File: src/rtl/assert_macros.svh
// assertion macros shared by the engine's modules
`ifndef ASSERT_MACROS_SVH
`define ASSERT_MACROS_SVH

`ifndef NO_ASSERTIONS

// same-cycle implication
`define ASSERT_SAME(label, clk, rst, ante, cons) \
   label: assert property (@(posedge clk) disable iff (rst) (ante) |-> (cons)) \
      else $error("assertion failed");

// next-cycle implication
`define ASSERT_NEXT(label, clk, rst, ante, cons) \
   label: assert property (@(posedge clk) disable iff (rst) (ante) |=> (cons)) \
      else $error("assertion failed");

`else

`define ASSERT_SAME(label, clk, rst, ante, cons)
`define ASSERT_NEXT(label, clk, rst, ante, cons)

`endif

`endif

File: src/rtl/msne_pkg.sv
// types, codes and constants of the native mode engine
`timescale 1ns / 1ps

package msne_pkg;

   // defaults and fixed limits
   localparam int ENCODER_COUNT_DEFAULT = 16;
   localparam logic [7:0] MAX_DISPLAY_TYPE = 8'd4;

   // item kinds
   localparam logic [2:0] KIND_SYSEX  = 3'd0;
   localparam logic [2:0] KIND_MIDI   = 3'd1;
   localparam logic [2:0] KIND_TOGGLE = 3'd2;
   localparam logic [2:0] KIND_TURN   = 3'd3;
   localparam logic [2:0] KIND_ENC_SW = 3'd4;
   localparam logic [2:0] KIND_SIDE_SW = 3'd5;
   localparam logic [2:0] KIND_QUERY  = 3'd6;

   // result kinds
   localparam logic [1:0] RESULT_NONE    = 2'd0;
   localparam logic [1:0] RESULT_CC      = 2'd1;
   localparam logic [1:0] RESULT_REFRESH = 2'd2;
   localparam logic [1:0] RESULT_DISPLAY = 2'd3;

   // outgoing cc channels
   localparam logic [1:0] CC_CH_POSITION = 2'd0;
   localparam logic [1:0] CC_CH_ENC_SW   = 2'd1;
   localparam logic [1:0] CC_CH_SIDE_SW  = 2'd2;

   // sysex commands and record selectors
   localparam logic [7:0] SYSEX_CMD_MODE    = 8'd0;
   localparam logic [7:0] SYSEX_CMD_RECORDS = 8'd1;
   localparam logic [7:0] SYSEX_SEL_IND     = 8'd0;
   localparam logic [7:0] SYSEX_SEL_COLOUR  = 8'd1;

   // sysex parse phases
   typedef enum logic [3:0] {
      PH_CMD       = 4'd0,
      PH_MODE_VAL  = 4'd1,
      PH_MODE_HAVE = 4'd2,
      PH_SKIP      = 4'd3,
      PH_SEL       = 4'd4,
      PH_IND0      = 4'd5,
      PH_IND1      = 4'd6,
      PH_IND2      = 4'd7,
      PH_IND3      = 4'd8,
      PH_SW0       = 4'd9,
      PH_SW1       = 4'd10,
      PH_SW2       = 4'd11,
      PH_SW3       = 4'd12
   } phase_type;

   // controller states
   typedef enum logic {
      CTRL_IDLE = 1'b0,
      CTRL_EXEC = 1'b1
   } ctrl_state_type;

   // input item
   typedef struct packed {
      logic [2:0]        kind;
      logic [7:0]        data_byte;
      logic              data_last;
      logic              is_control_change;
      logic [3:0]        midi_channel;
      logic [6:0]        midi_number;
      logic [6:0]        midi_value;
      logic [5:0]        encoder_index;
      logic signed [7:0] delta;
      logic              pressed;
   } msne_req_type;

   // result item
   typedef struct packed {
      logic [1:0]  result_kind;
      logic        accepted;
      logic [1:0]  cc_channel;
      logic [5:0]  cc_number;
      logic [6:0]  cc_value;
      logic [6:0]  level;
      logic        detent_on;
      logic [6:0]  display_style;
      logic [6:0]  detent_colour;
      logic [23:0] rgb_colour;
   } msne_rsp_type;

   // controller to datapath commands
   typedef struct packed {
      logic capture;
      logic execute;
   } msne_cmd_type;

endpackage

File: src/rtl/msne_ctrl.sv
// controller: sequences capture and execution of one item
`timescale 1ns / 1ps
`include "assert_macros.svh"

module msne_ctrl
   import msne_pkg::*;
(
   input  logic         clock,
   input  logic         reset,
   input  logic         start,
   output logic         busy,
   output msne_cmd_type cmd
);

   ctrl_state_type state_ff;
   ctrl_state_type state_in;

   // state register
   always_ff @(posedge clock) begin
      if (reset) begin
         state_ff <= CTRL_IDLE;
      end else begin
         state_ff <= state_in;
      end
   end

   // next state
   always_comb begin
      state_in = state_ff;
      case (state_ff)
         CTRL_IDLE: begin
            if (start) state_in = CTRL_EXEC;
         end
         CTRL_EXEC: begin
            state_in = CTRL_IDLE;
         end
         default: begin
            state_in = CTRL_IDLE;
         end
      endcase
   end

   // outputs
   always_comb begin
      busy        = 1'b0;
      cmd.capture = 1'b0;
      cmd.execute = 1'b0;
      case (state_ff)
         CTRL_IDLE: begin
            cmd.capture = start;
         end
         CTRL_EXEC: begin
            busy        = 1'b1;
            cmd.execute = 1'b1;
         end
         default: begin
            busy = 1'b0;
         end
      endcase
   end

   `ASSERT_NEXT(a_accept_then_busy, clock, reset, start && !busy, busy)
   `ASSERT_NEXT(a_busy_one_cycle, clock, reset, busy, !busy)
   `ASSERT_SAME(a_capture_on_accept, clock, reset, cmd.capture, start && !busy)

endmodule

File: src/rtl/msne_datapath.sv
// datapath: sysex parser, per-encoder stores and result formation
`timescale 1ns / 1ps
`include "assert_macros.svh"

module msne_datapath
   import msne_pkg::*;
#(
   parameter int ENCODER_COUNT = ENCODER_COUNT_DEFAULT
)
(
   input  logic         clock,
   input  logic         reset,
   input  msne_cmd_type cmd,
   input  msne_req_type req_item,
   output logic         rsp_strobe,
   output msne_rsp_type rsp_item
);

   localparam int AW = (ENCODER_COUNT > 1) ? $clog2(ENCODER_COUNT) : 1;
   localparam logic [7:0] ENC_BYTE  = 8'(ENCODER_COUNT);
   localparam logic [6:0] ENC_LIMIT = 7'(ENCODER_COUNT);

   // captured item and results
   msne_req_type req_ff;
   msne_rsp_type rsp_item_ff;
   msne_rsp_type rsp_item_in;
   logic         rsp_strobe_ff;

   // control state
   logic               mode_active_ff;
   logic               mode_active_in;
   phase_type          phase_ff;
   phase_type          phase_in;
   logic [27:0]        record_ff;
   logic [27:0]        record_in;
   logic [ENCODER_COUNT-1:0] ind_valid_ff;
   logic [ENCODER_COUNT-1:0] ind_valid_in;
   logic [ENCODER_COUNT-1:0] col_valid_ff;
   logic [ENCODER_COUNT-1:0] col_valid_in;
   logic [ENCODER_COUNT-1:0] lvl_valid_ff;
   logic [ENCODER_COUNT-1:0] lvl_valid_in;

   // per-encoder memories and their read registers
   logic [14:0] ind_mem_ff [ENCODER_COUNT];
   logic [20:0] col_mem_ff [ENCODER_COUNT];
   logic [6:0]  lvl_mem_ff [ENCODER_COUNT];
   logic [14:0] ind_rd_ff;
   logic [20:0] col_rd_ff;
   logic [6:0]  lvl_rd_ff;

   // write ports
   logic          ind_wr_en;
   logic          col_wr_en;
   logic          lvl_wr_en;
   logic [AW-1:0] rec_wr_addr;
   logic [AW-1:0] lvl_wr_addr;
   logic [14:0]   ind_wr_data;
   logic [20:0]   col_wr_data;
   logic [6:0]    lvl_wr_data;

   // parser helpers
   logic        is_ind;
   logic [1:0]  rec_pos;
   logic        byte_ok;
   logic        clear_settings;
   logic        refresh;
   logic [AW-1:0] q_addr;
   logic        q_in_range;
   logic signed [8:0] turn_sum;
   logic [6:0]  turn_value;

   // item capture and memory reads
   always_ff @(posedge clock) begin
      if (cmd.capture) begin
         req_ff    <= req_item;
         ind_rd_ff <= ind_mem_ff[req_item.encoder_index[AW-1:0]];
         col_rd_ff <= col_mem_ff[req_item.encoder_index[AW-1:0]];
         lvl_rd_ff <= lvl_mem_ff[req_item.encoder_index[AW-1:0]];
      end
      if (ind_wr_en) ind_mem_ff[rec_wr_addr] <= ind_wr_data;
      if (col_wr_en) col_mem_ff[rec_wr_addr] <= col_wr_data;
      if (lvl_wr_en) lvl_mem_ff[lvl_wr_addr] <= lvl_wr_data;
   end

   // control registers
   always_ff @(posedge clock) begin
      if (reset) begin
         mode_active_ff <= 1'b0;
         phase_ff       <= PH_CMD;
         record_ff      <= '0;
         ind_valid_ff   <= '0;
         col_valid_ff   <= '0;
         lvl_valid_ff   <= '0;
         rsp_strobe_ff  <= 1'b0;
      end else begin
         mode_active_ff <= mode_active_in;
         phase_ff       <= phase_in;
         record_ff      <= record_in;
         ind_valid_ff   <= ind_valid_in;
         col_valid_ff   <= col_valid_in;
         lvl_valid_ff   <= lvl_valid_in;
         rsp_strobe_ff  <= cmd.execute;
      end
   end

   // result register
   always_ff @(posedge clock) begin
      if (cmd.execute) rsp_item_ff <= rsp_item_in;
   end

   // record position and byte check
   always_comb begin
      is_ind  = (phase_ff inside {[PH_IND0:PH_IND3]});
      rec_pos = is_ind ? 2'(phase_ff - PH_IND0) : 2'(phase_ff - PH_SW0);
      if (rec_pos == 2'd0) begin
         byte_ok = req_ff.data_byte < ENC_BYTE;
      end else if (is_ind && rec_pos == 2'd1) begin
         byte_ok = req_ff.data_byte <= MAX_DISPLAY_TYPE;
      end else if (is_ind && rec_pos == 2'd2) begin
         byte_ok = req_ff.data_byte <= 8'd1;
      end else begin
         byte_ok = req_ff.data_byte <= 8'h7F;
      end
   end

   // turn value, 64 + delta clamped to 0..127
   always_comb begin
      turn_sum = 9'(req_ff.delta) + 9'sd64;
      if (turn_sum < 9'sd0) begin
         turn_value = 7'd0;
      end else if (turn_sum > 9'sd127) begin
         turn_value = 7'h7F;
      end else begin
         turn_value = turn_sum[6:0];
      end
   end

   assign q_addr     = req_ff.encoder_index[AW-1:0];
   assign q_in_range = {1'b0, req_ff.encoder_index} < ENC_LIMIT;

   // item execution
   always_comb begin
      mode_active_in = mode_active_ff;
      phase_in       = phase_ff;
      record_in      = record_ff;
      ind_valid_in   = ind_valid_ff;
      col_valid_in   = col_valid_ff;
      lvl_valid_in   = lvl_valid_ff;
      rsp_item_in    = '0;
      ind_wr_en      = 1'b0;
      col_wr_en      = 1'b0;
      lvl_wr_en      = 1'b0;
      rec_wr_addr    = '0;
      lvl_wr_addr    = req_ff.midi_number[AW-1:0];
      ind_wr_data    = '0;
      col_wr_data    = '0;
      lvl_wr_data    = req_ff.midi_value;
      clear_settings = 1'b0;
      refresh        = 1'b0;

      if (cmd.execute) begin
         case (req_ff.kind)
            KIND_SYSEX: begin
               // one parser step
               case (phase_ff)
                  PH_CMD: begin
                     if (req_ff.data_byte == SYSEX_CMD_MODE) begin
                        phase_in = PH_MODE_VAL;
                     end else if (req_ff.data_byte == SYSEX_CMD_RECORDS) begin
                        phase_in = mode_active_ff ? PH_SEL : PH_SKIP;
                     end else begin
                        phase_in = PH_SKIP;
                     end
                  end
                  PH_MODE_VAL: begin
                     record_in = {20'd0, req_ff.data_byte};
                     phase_in  = PH_MODE_HAVE;
                  end
                  PH_SEL: begin
                     if (req_ff.data_byte == SYSEX_SEL_IND) begin
                        phase_in = PH_IND0;
                     end else if (req_ff.data_byte == SYSEX_SEL_COLOUR) begin
                        phase_in = PH_SW0;
                     end else begin
                        phase_in = PH_SKIP;
                     end
                  end
                  PH_IND0, PH_IND1, PH_IND2, PH_IND3,
                  PH_SW0, PH_SW1, PH_SW2, PH_SW3: begin
                     if (!byte_ok) begin
                        phase_in = PH_SKIP;
                     end else begin
                        case (rec_pos)
                           2'd0:    record_in[6:0]   = req_ff.data_byte[6:0];
                           2'd1:    record_in[13:7]  = req_ff.data_byte[6:0];
                           2'd2:    record_in[20:14] = req_ff.data_byte[6:0];
                           default: record_in[27:21] = req_ff.data_byte[6:0];
                        endcase
                        if (rec_pos != 2'd3) begin
                           phase_in = phase_type'(phase_ff + 4'd1);
                        end else begin
                           // record complete: write it
                           rec_wr_addr = record_in[AW-1:0];
                           ind_wr_data = {record_in[27:21], record_in[14], record_in[13:7]};
                           col_wr_data = {record_in[13:7], record_in[20:14], record_in[27:21]};
                           ind_wr_en   = is_ind;
                           col_wr_en   = !is_ind;
                           if (is_ind) begin
                              ind_valid_in[rec_wr_addr] = 1'b1;
                           end else begin
                              col_valid_in[rec_wr_addr] = 1'b1;
                           end
                           phase_in = PH_SEL;
                        end
                     end
                  end
                  default: begin
                     phase_in = PH_SKIP;
                  end
               endcase

               // end of message
               if (req_ff.data_last) begin
                  if (phase_in == PH_MODE_HAVE && record_in <= 28'd1) begin
                     if (record_in[0] != mode_active_ff) begin
                        mode_active_in = record_in[0];
                        clear_settings = record_in[0];
                        refresh        = 1'b1;
                     end
                  end else if (phase_in == PH_SEL) begin
                     refresh = 1'b1;
                  end
                  phase_in  = PH_CMD;
                  record_in = '0;
               end
               if (refresh) begin
                  rsp_item_in.result_kind = RESULT_REFRESH;
                  rsp_item_in.accepted    = 1'b1;
               end
            end
            KIND_MIDI: begin
               if (mode_active_ff && req_ff.is_control_change &&
                   req_ff.midi_channel == 4'd0 && req_ff.midi_number < ENC_LIMIT) begin
                  lvl_wr_en                 = 1'b1;
                  lvl_valid_in[lvl_wr_addr] = 1'b1;
                  rsp_item_in.accepted      = 1'b1;
               end
            end
            KIND_TOGGLE: begin
               mode_active_in          = !mode_active_ff;
               clear_settings          = !mode_active_ff;
               rsp_item_in.result_kind = RESULT_REFRESH;
               rsp_item_in.accepted    = 1'b1;
            end
            KIND_TURN: begin
               if (mode_active_ff) begin
                  rsp_item_in.result_kind = RESULT_CC;
                  rsp_item_in.accepted    = 1'b1;
                  rsp_item_in.cc_channel  = CC_CH_POSITION;
                  rsp_item_in.cc_number   = req_ff.encoder_index;
                  rsp_item_in.cc_value    = turn_value;
               end
            end
            KIND_ENC_SW, KIND_SIDE_SW: begin
               if (mode_active_ff) begin
                  rsp_item_in.result_kind = RESULT_CC;
                  rsp_item_in.accepted    = 1'b1;
                  rsp_item_in.cc_channel  = (req_ff.kind == KIND_ENC_SW) ?
                                            CC_CH_ENC_SW : CC_CH_SIDE_SW;
                  rsp_item_in.cc_number   = req_ff.encoder_index;
                  rsp_item_in.cc_value    = req_ff.pressed ? 7'h7F : 7'd0;
               end
            end
            KIND_QUERY: begin
               if (mode_active_ff && q_in_range) begin
                  rsp_item_in.result_kind = RESULT_DISPLAY;
                  rsp_item_in.accepted    = 1'b1;
                  if (lvl_valid_ff[q_addr]) begin
                     rsp_item_in.level = lvl_rd_ff;
                  end
                  if (ind_valid_ff[q_addr]) begin
                     rsp_item_in.display_style = ind_rd_ff[6:0];
                     rsp_item_in.detent_on     = ind_rd_ff[7];
                     rsp_item_in.detent_colour = ind_rd_ff[14:8];
                  end
                  if (col_valid_ff[q_addr]) begin
                     rsp_item_in.rgb_colour = {col_rd_ff[20:14], 1'b0,
                                               col_rd_ff[13:7], 1'b0,
                                               col_rd_ff[6:0], 1'b0};
                  end
               end
            end
            default: begin
               rsp_item_in = '0;
            end
         endcase

         // entering the mode wipes indicator settings and colours
         if (clear_settings) begin
            ind_valid_in = '0;
            col_valid_in = '0;
         end
      end
   end

   assign rsp_strobe = rsp_strobe_ff;
   assign rsp_item   = rsp_item_ff;

   `ASSERT_NEXT(a_exec_gives_result, clock, reset, cmd.execute, rsp_strobe_ff)
   `ASSERT_NEXT(a_no_spurious_result, clock, reset, !cmd.execute, !rsp_strobe_ff)
   `ASSERT_NEXT(a_last_byte_rearms, clock, reset,
      cmd.execute && req_ff.kind == KIND_SYSEX && req_ff.data_last,
      phase_ff == PH_CMD && record_ff == 28'd0)

endmodule

File: src/rtl/midi_surface_native_mode_engine.sv
// top level of the control surface native mode engine
`timescale 1ns / 1ps

// An item is taken at a clock edge where start is high and busy is low; busy
// then stays high for exactly one cycle while the item executes, so no new item
// is taken while one executes. The encoder stores are read at the accept
// edge and the execution state does the parse step, the store writes
// and the result; the result appears on rsp_item with rsp_strobe high for
// exactly one cycle, the cycle after execution, and must be taken then since
// the receiver cannot stall. Every item gives exactly one result. A new item
// may be taken in the same cycle that the previous result is shown. No
// clearing pass is needed after reset: the block is ready at once.
module midi_surface_native_mode_engine
   import msne_pkg::*;
#(
   parameter int ENCODER_COUNT = ENCODER_COUNT_DEFAULT
)
(
   input  logic         clock,
   input  logic         reset,
   input  logic         start,
   output logic         busy,
   input  msne_req_type req_item,
   output logic         rsp_strobe,
   output msne_rsp_type rsp_item
);

   msne_cmd_type cmd;

   // sequencing
   msne_ctrl u_ctrl (
      .clock (clock),
      .reset (reset),
      .start (start),
      .busy  (busy),
      .cmd   (cmd)
   );

   // parser, stores and results
   msne_datapath #(
      .ENCODER_COUNT (ENCODER_COUNT)
   ) u_datapath (
      .clock      (clock),
      .reset      (reset),
      .cmd        (cmd),
      .req_item   (req_item),
      .rsp_strobe (rsp_strobe),
      .rsp_item   (rsp_item)
   );

endmodule
File: config.mk
export PLATFORM = sky130hd
export DESIGN_NAME = midi_surface_native_mode_engine
export DESIGN_NICKNAME = d
export VERILOG_FILES = /design/src/rtl/msne_pkg.sv /design/src/rtl/msne_ctrl.sv /design/src/rtl/msne_datapath.sv /design/src/rtl/midi_surface_native_mode_engine.sv
export VERILOG_INCLUDE_DIRS = /design/src /design/src/rtl
export SDC_FILE = /design/constraint.sdc
export NUM_CORES = 1
export LEC_CHECK = 0
export BUFFER_PORTS_ARGS = -buffer_cell sky130_fd_sc_hd__buf_4
export CAP_MARGIN = 5
export CORE_ASPECT_RATIO = 0.9
export CORE_MARGIN = 1
export CORE_UTILIZATION = 50
export CTS_BUF_LIST = sky130_fd_sc_hd__clkbuf_2
export CTS_CLUSTER_DIAMETER = 120
export DETAILED_ROUTE_END_ITERATION = 10
export GPL_ROUTABILITY_DRIVEN = 1
export PLACE_DENSITY_LB_ADDON = 0.25
export SYNTH_ARGS = -nofsm -noshare
export SYNTH_HDL_FRONTEND = slang
export SYNTH_HIERARCHICAL = 1
export SYNTH_SLANG_ARGS = --single-unit
File: constraint.sdc
create_clock -name clock -period 5.4 [get_ports clock]
set_clock_uncertainty 0.15 [all_clocks]
set_input_delay 1.08 -clock clock [delete_from_list [all_inputs] [get_ports clock]]
set_output_delay 1.08 -clock clock [all_outputs]
set_load 0.05 [all_outputs]
==> reports/results.ini <==
[status]
status = complete, no violations

[critical_path]
crit_path_cell_trace = inv_1 > ha_1 > or4_4 > a32oi_4 > o32ai_2 > buf_4 > o21ai_0 > mux2_2 > ha_1 > inv_1 > nor2_1 > or4b_1 > a21oi_4 > buf_4 > a311oi_2
end_kind = register
cp-start-kind = register
crit_required_ns = 6.40
slowest_delay_ns = 0.64
path_class = reg -> reg
crit_path_top_delay_cell = or4_4
worst_ep_arrival_time_ns = 5.78
crit_path_max_fanout = 32

[synthesis]
syn-cell-area_um2 = 36460
synthArstFlopShare = 0
synthCells = 1918
ys_ff_latch = 921
ys.flop_type = edfxtp_1
yosys_warnings = 6
synth_edf_count = 838
postSynthAreaPerCell_um2 = 19.01
synth_cell_types = 77
yosysSeqAreaShare = 0.7357

[power]
ir_drop_mv = 0.1664
leakage_nw = 15.09
power.density_nw_per_um2 = 307.2

[clock_network]
cts_buffer_depth = 3
clk_pin_slew_worst_paths_ns = 0.10
cts_hold_buf = 45
cts_made_buffers = 218
ctsResizeCount = 0
cts_num_sinks = 921
cts_root_buffer = clkbuf_2
h-tree-depth = 4
clock_latency_ns = 1.40
cts_setup_buffers = 0
cts_tree = built

[timing]
tightest_slew_ns = 1.219
fin_tns_setup_ns = 0
slew_headroom = 0.1844
fmax_mhz = 209.0
setup_slack_ns = 0.6155
rsz0062_at_grt = false
min_period_ns = 4.785
whs_ns = 0.2031
slew_viol_final = 0
setup_viol = 0
period_share = 0.8860
hold_viol = 0

[routing]
routed_wl_um = 81190
drtIter0Drc = 1810
post-route-drc-count = 0
drt_pass1_iterations = 6
wl_per_cell_um = 24.09
viasPerCell = 5.828
vias = 19650
ant_nets = 0

[floorplanning]
die_w_um = 286.7
initial_core_util = 0.5079
die_area_um2 = 74010
placementRows = 93
io_pins = 115
die_h_um = 258.2
core_um2 = 71800

[job]
maxCapViolCount = 0

[layout]
fin_nets = 2317
fin_cells = 3371
layout-drive-gt1-share = 0.3448
syn_to_final_growth_pct = 12.65
finish.utilization = 0.5721
final_common_cell = edfxtp_1
mostFrequentLayoutCells = 838 x edfxtp_1, 313 x clkbuf_2, 230 x mux4_2, 185 x nor2_1, 180 x buf_4

[grt]
track_usage = 0.2244
grt_pass1_vias = 20290
gr-total-overflow = 0
grt_pass1_wl_um = 122400
antenna_found_initial = 3
grt_max_degree = 67

[placement]
hpwl_um = 46570
place_ws_ns = 0.6811
place_inst = 2944
port_buffers = 111
place_congestion = 0.8695

[worst_hold_path]
hp-class = in -> reg

## registers in the layout, summed over array words and instances (netlist names)
name / cells
u_datapath/col_mem_ff: 336
u_datapath/ind_mem_ff: 240
u_datapath/ind_valid_ff: 16
u_datapath/rsp_item: 61
u_datapath/ind_rd_ff: 15
u_datapath/q_addr: 4
u_datapath/req_ff: 31
u_ctrl/state_ff: 1
u_datapath/lvl_valid_ff: 16
u_datapath/lvl_mem_ff: 112
u_datapath/lvl_rd_ff: 7
u_datapath/mode_active_ff: 1
u_datapath/lvl_wr_data: 7
u_datapath/col_valid_ff: 16
u_datapath/phase_ff: 4
u_datapath/record_ff: 28
u_datapath/col_rd_ff: 21
u_datapath/lvl_wr_addr: 4
u_datapath/rsp_strobe: 1
## kinds of logic (layout without fill, tap and decap cells)
kind of cell             Yosys count  after routing  synth area share
AO/OA/AOI/OAI                    184            184           0.04163
adder cells (fa/ha/maj)            9              9          0.003088
AND/OR/NAND/NOR                  417            417           0.05425
multiplexers                     255            255            0.1491
flip-flops                       921            921            0.7357
buffers and inverters            129            628           0.01565
other                              1              5         0.0001028
XOR/XNOR                           2              2         0.0004805
## worst max-delay path: cells and delay by family, from the launching register on
kind	cells	cell delay [ns]
mux	1	0.26
simple gates	3	1.22
flops	1	0.45
buf+inv	4	0.81
fa+ha+maj	2	0.59
compound gates	5	1.08
## final cells by class
class                           instances  area, um^2
Antenna cell                            2       5.005
Clock buffer                          313        1567
Clock inverter                         67       380.4
Fill cell                            5447       30720
Inverter                               19       71.32
Multi-Input combinational cell        870        9163
Sequential cell                       921       26830
Tap cell                              950        1189
Timing Repair Buffer                  229        1868
## worst paths after layout
| path | from | to | slack (ns) | cells past startpoint |
|---|---|---|---|---|
| worst min register to register | u_datapath/lvl_valid_ff[6]$_SDFFE_PP0P_ | u_datapath/lvl_valid_ff[6]$_SDFFE_PP0P_ | 0.33 | 2 |
| worst max register to register | u_datapath/phase_ff[0]$_SDFFE_PP0P_ | u_datapath/ind_valid_ff[10]$_SDFFE_PP0P_ | 0.62 | 15 |
| worst min-delay path | req_item[11] | u_datapath/q_addr[2]$_DFFE_PP_ | 0.20 | 1 |
| worst max-delay path | u_datapath/phase_ff[0]$_SDFFE_PP0P_ | u_datapath/ind_valid_ff[10]$_SDFFE_PP0P_ | 0.62 | 15 |
## power breakdown
part / internal [mW] / switching [mW]
combinational: 0.176 / 0.275
sequential: 7.74 / 0.0575
clock: 1.71 / 2.66
total: 9.63 / 2.99
## cell usage after synthesis, drive strengths merged, types with 2 or more instances
master	instances	area share
edfxtp	838	0.69
ha	9	0.0031
mux2	4	0.0012
o22ai	5	0.0012
o21a	4	0.00082
a211oi	2	0.00041
buf	39	0.0064
a21o	4	0.00082
a41oi	4	0.0012
nor3b	4	0.00096
a22oi	17	0.0035
nand4	3	0.00051
clkbuf	71	0.0073
and4	2	0.00048
a31oi	6	0.0014
a21oi	55	0.0079
nor4	6	0.0012
and3	3	0.00051
and2	59	0.010
o21ai	25	0.0034
nand3b	3	0.00062
or4	4	0.0010
o31ai	2	0.00041
or4b	2	0.00055
a32oi	10	0.0029
nand2	61	0.0063
dfxtp	83	0.046
nand3	9	0.0012
o32ai	2	0.00069
nand2b	8	0.0014
nor2	210	0.022
inv	19	0.0020
o221a	2	0.00062
a311oi	33	0.013
nor2b	10	0.0017
nor3	18	0.0025
nor4b	3	0.00072
mux4	230	0.14
a221oi	3	0.00072
or3	5	0.00086
mux2i	21	0.0058
## through the flow
stage,cell area [um^2],total power [mW]
after global placement,38670,8.384
after global routing,41070,13.15
after detailed placement,38670,8.390
after floorplan,36470,8.239
after CTS,41070,12.79
final,41070,12.62
## routing by layer
layer | routed length, um | up-vias | GRT usage
li1 | - | 8557 | -
met5 | 0 | - | 0
met3 | 5832 | 128 | 0.04470
met4 | 1635 | 0 | 0.07917
met2 | 39900 | 809 | 0.3592
met1 | 33820 | 10150 | 0.3090
Power figures use the tool's default switching activity.
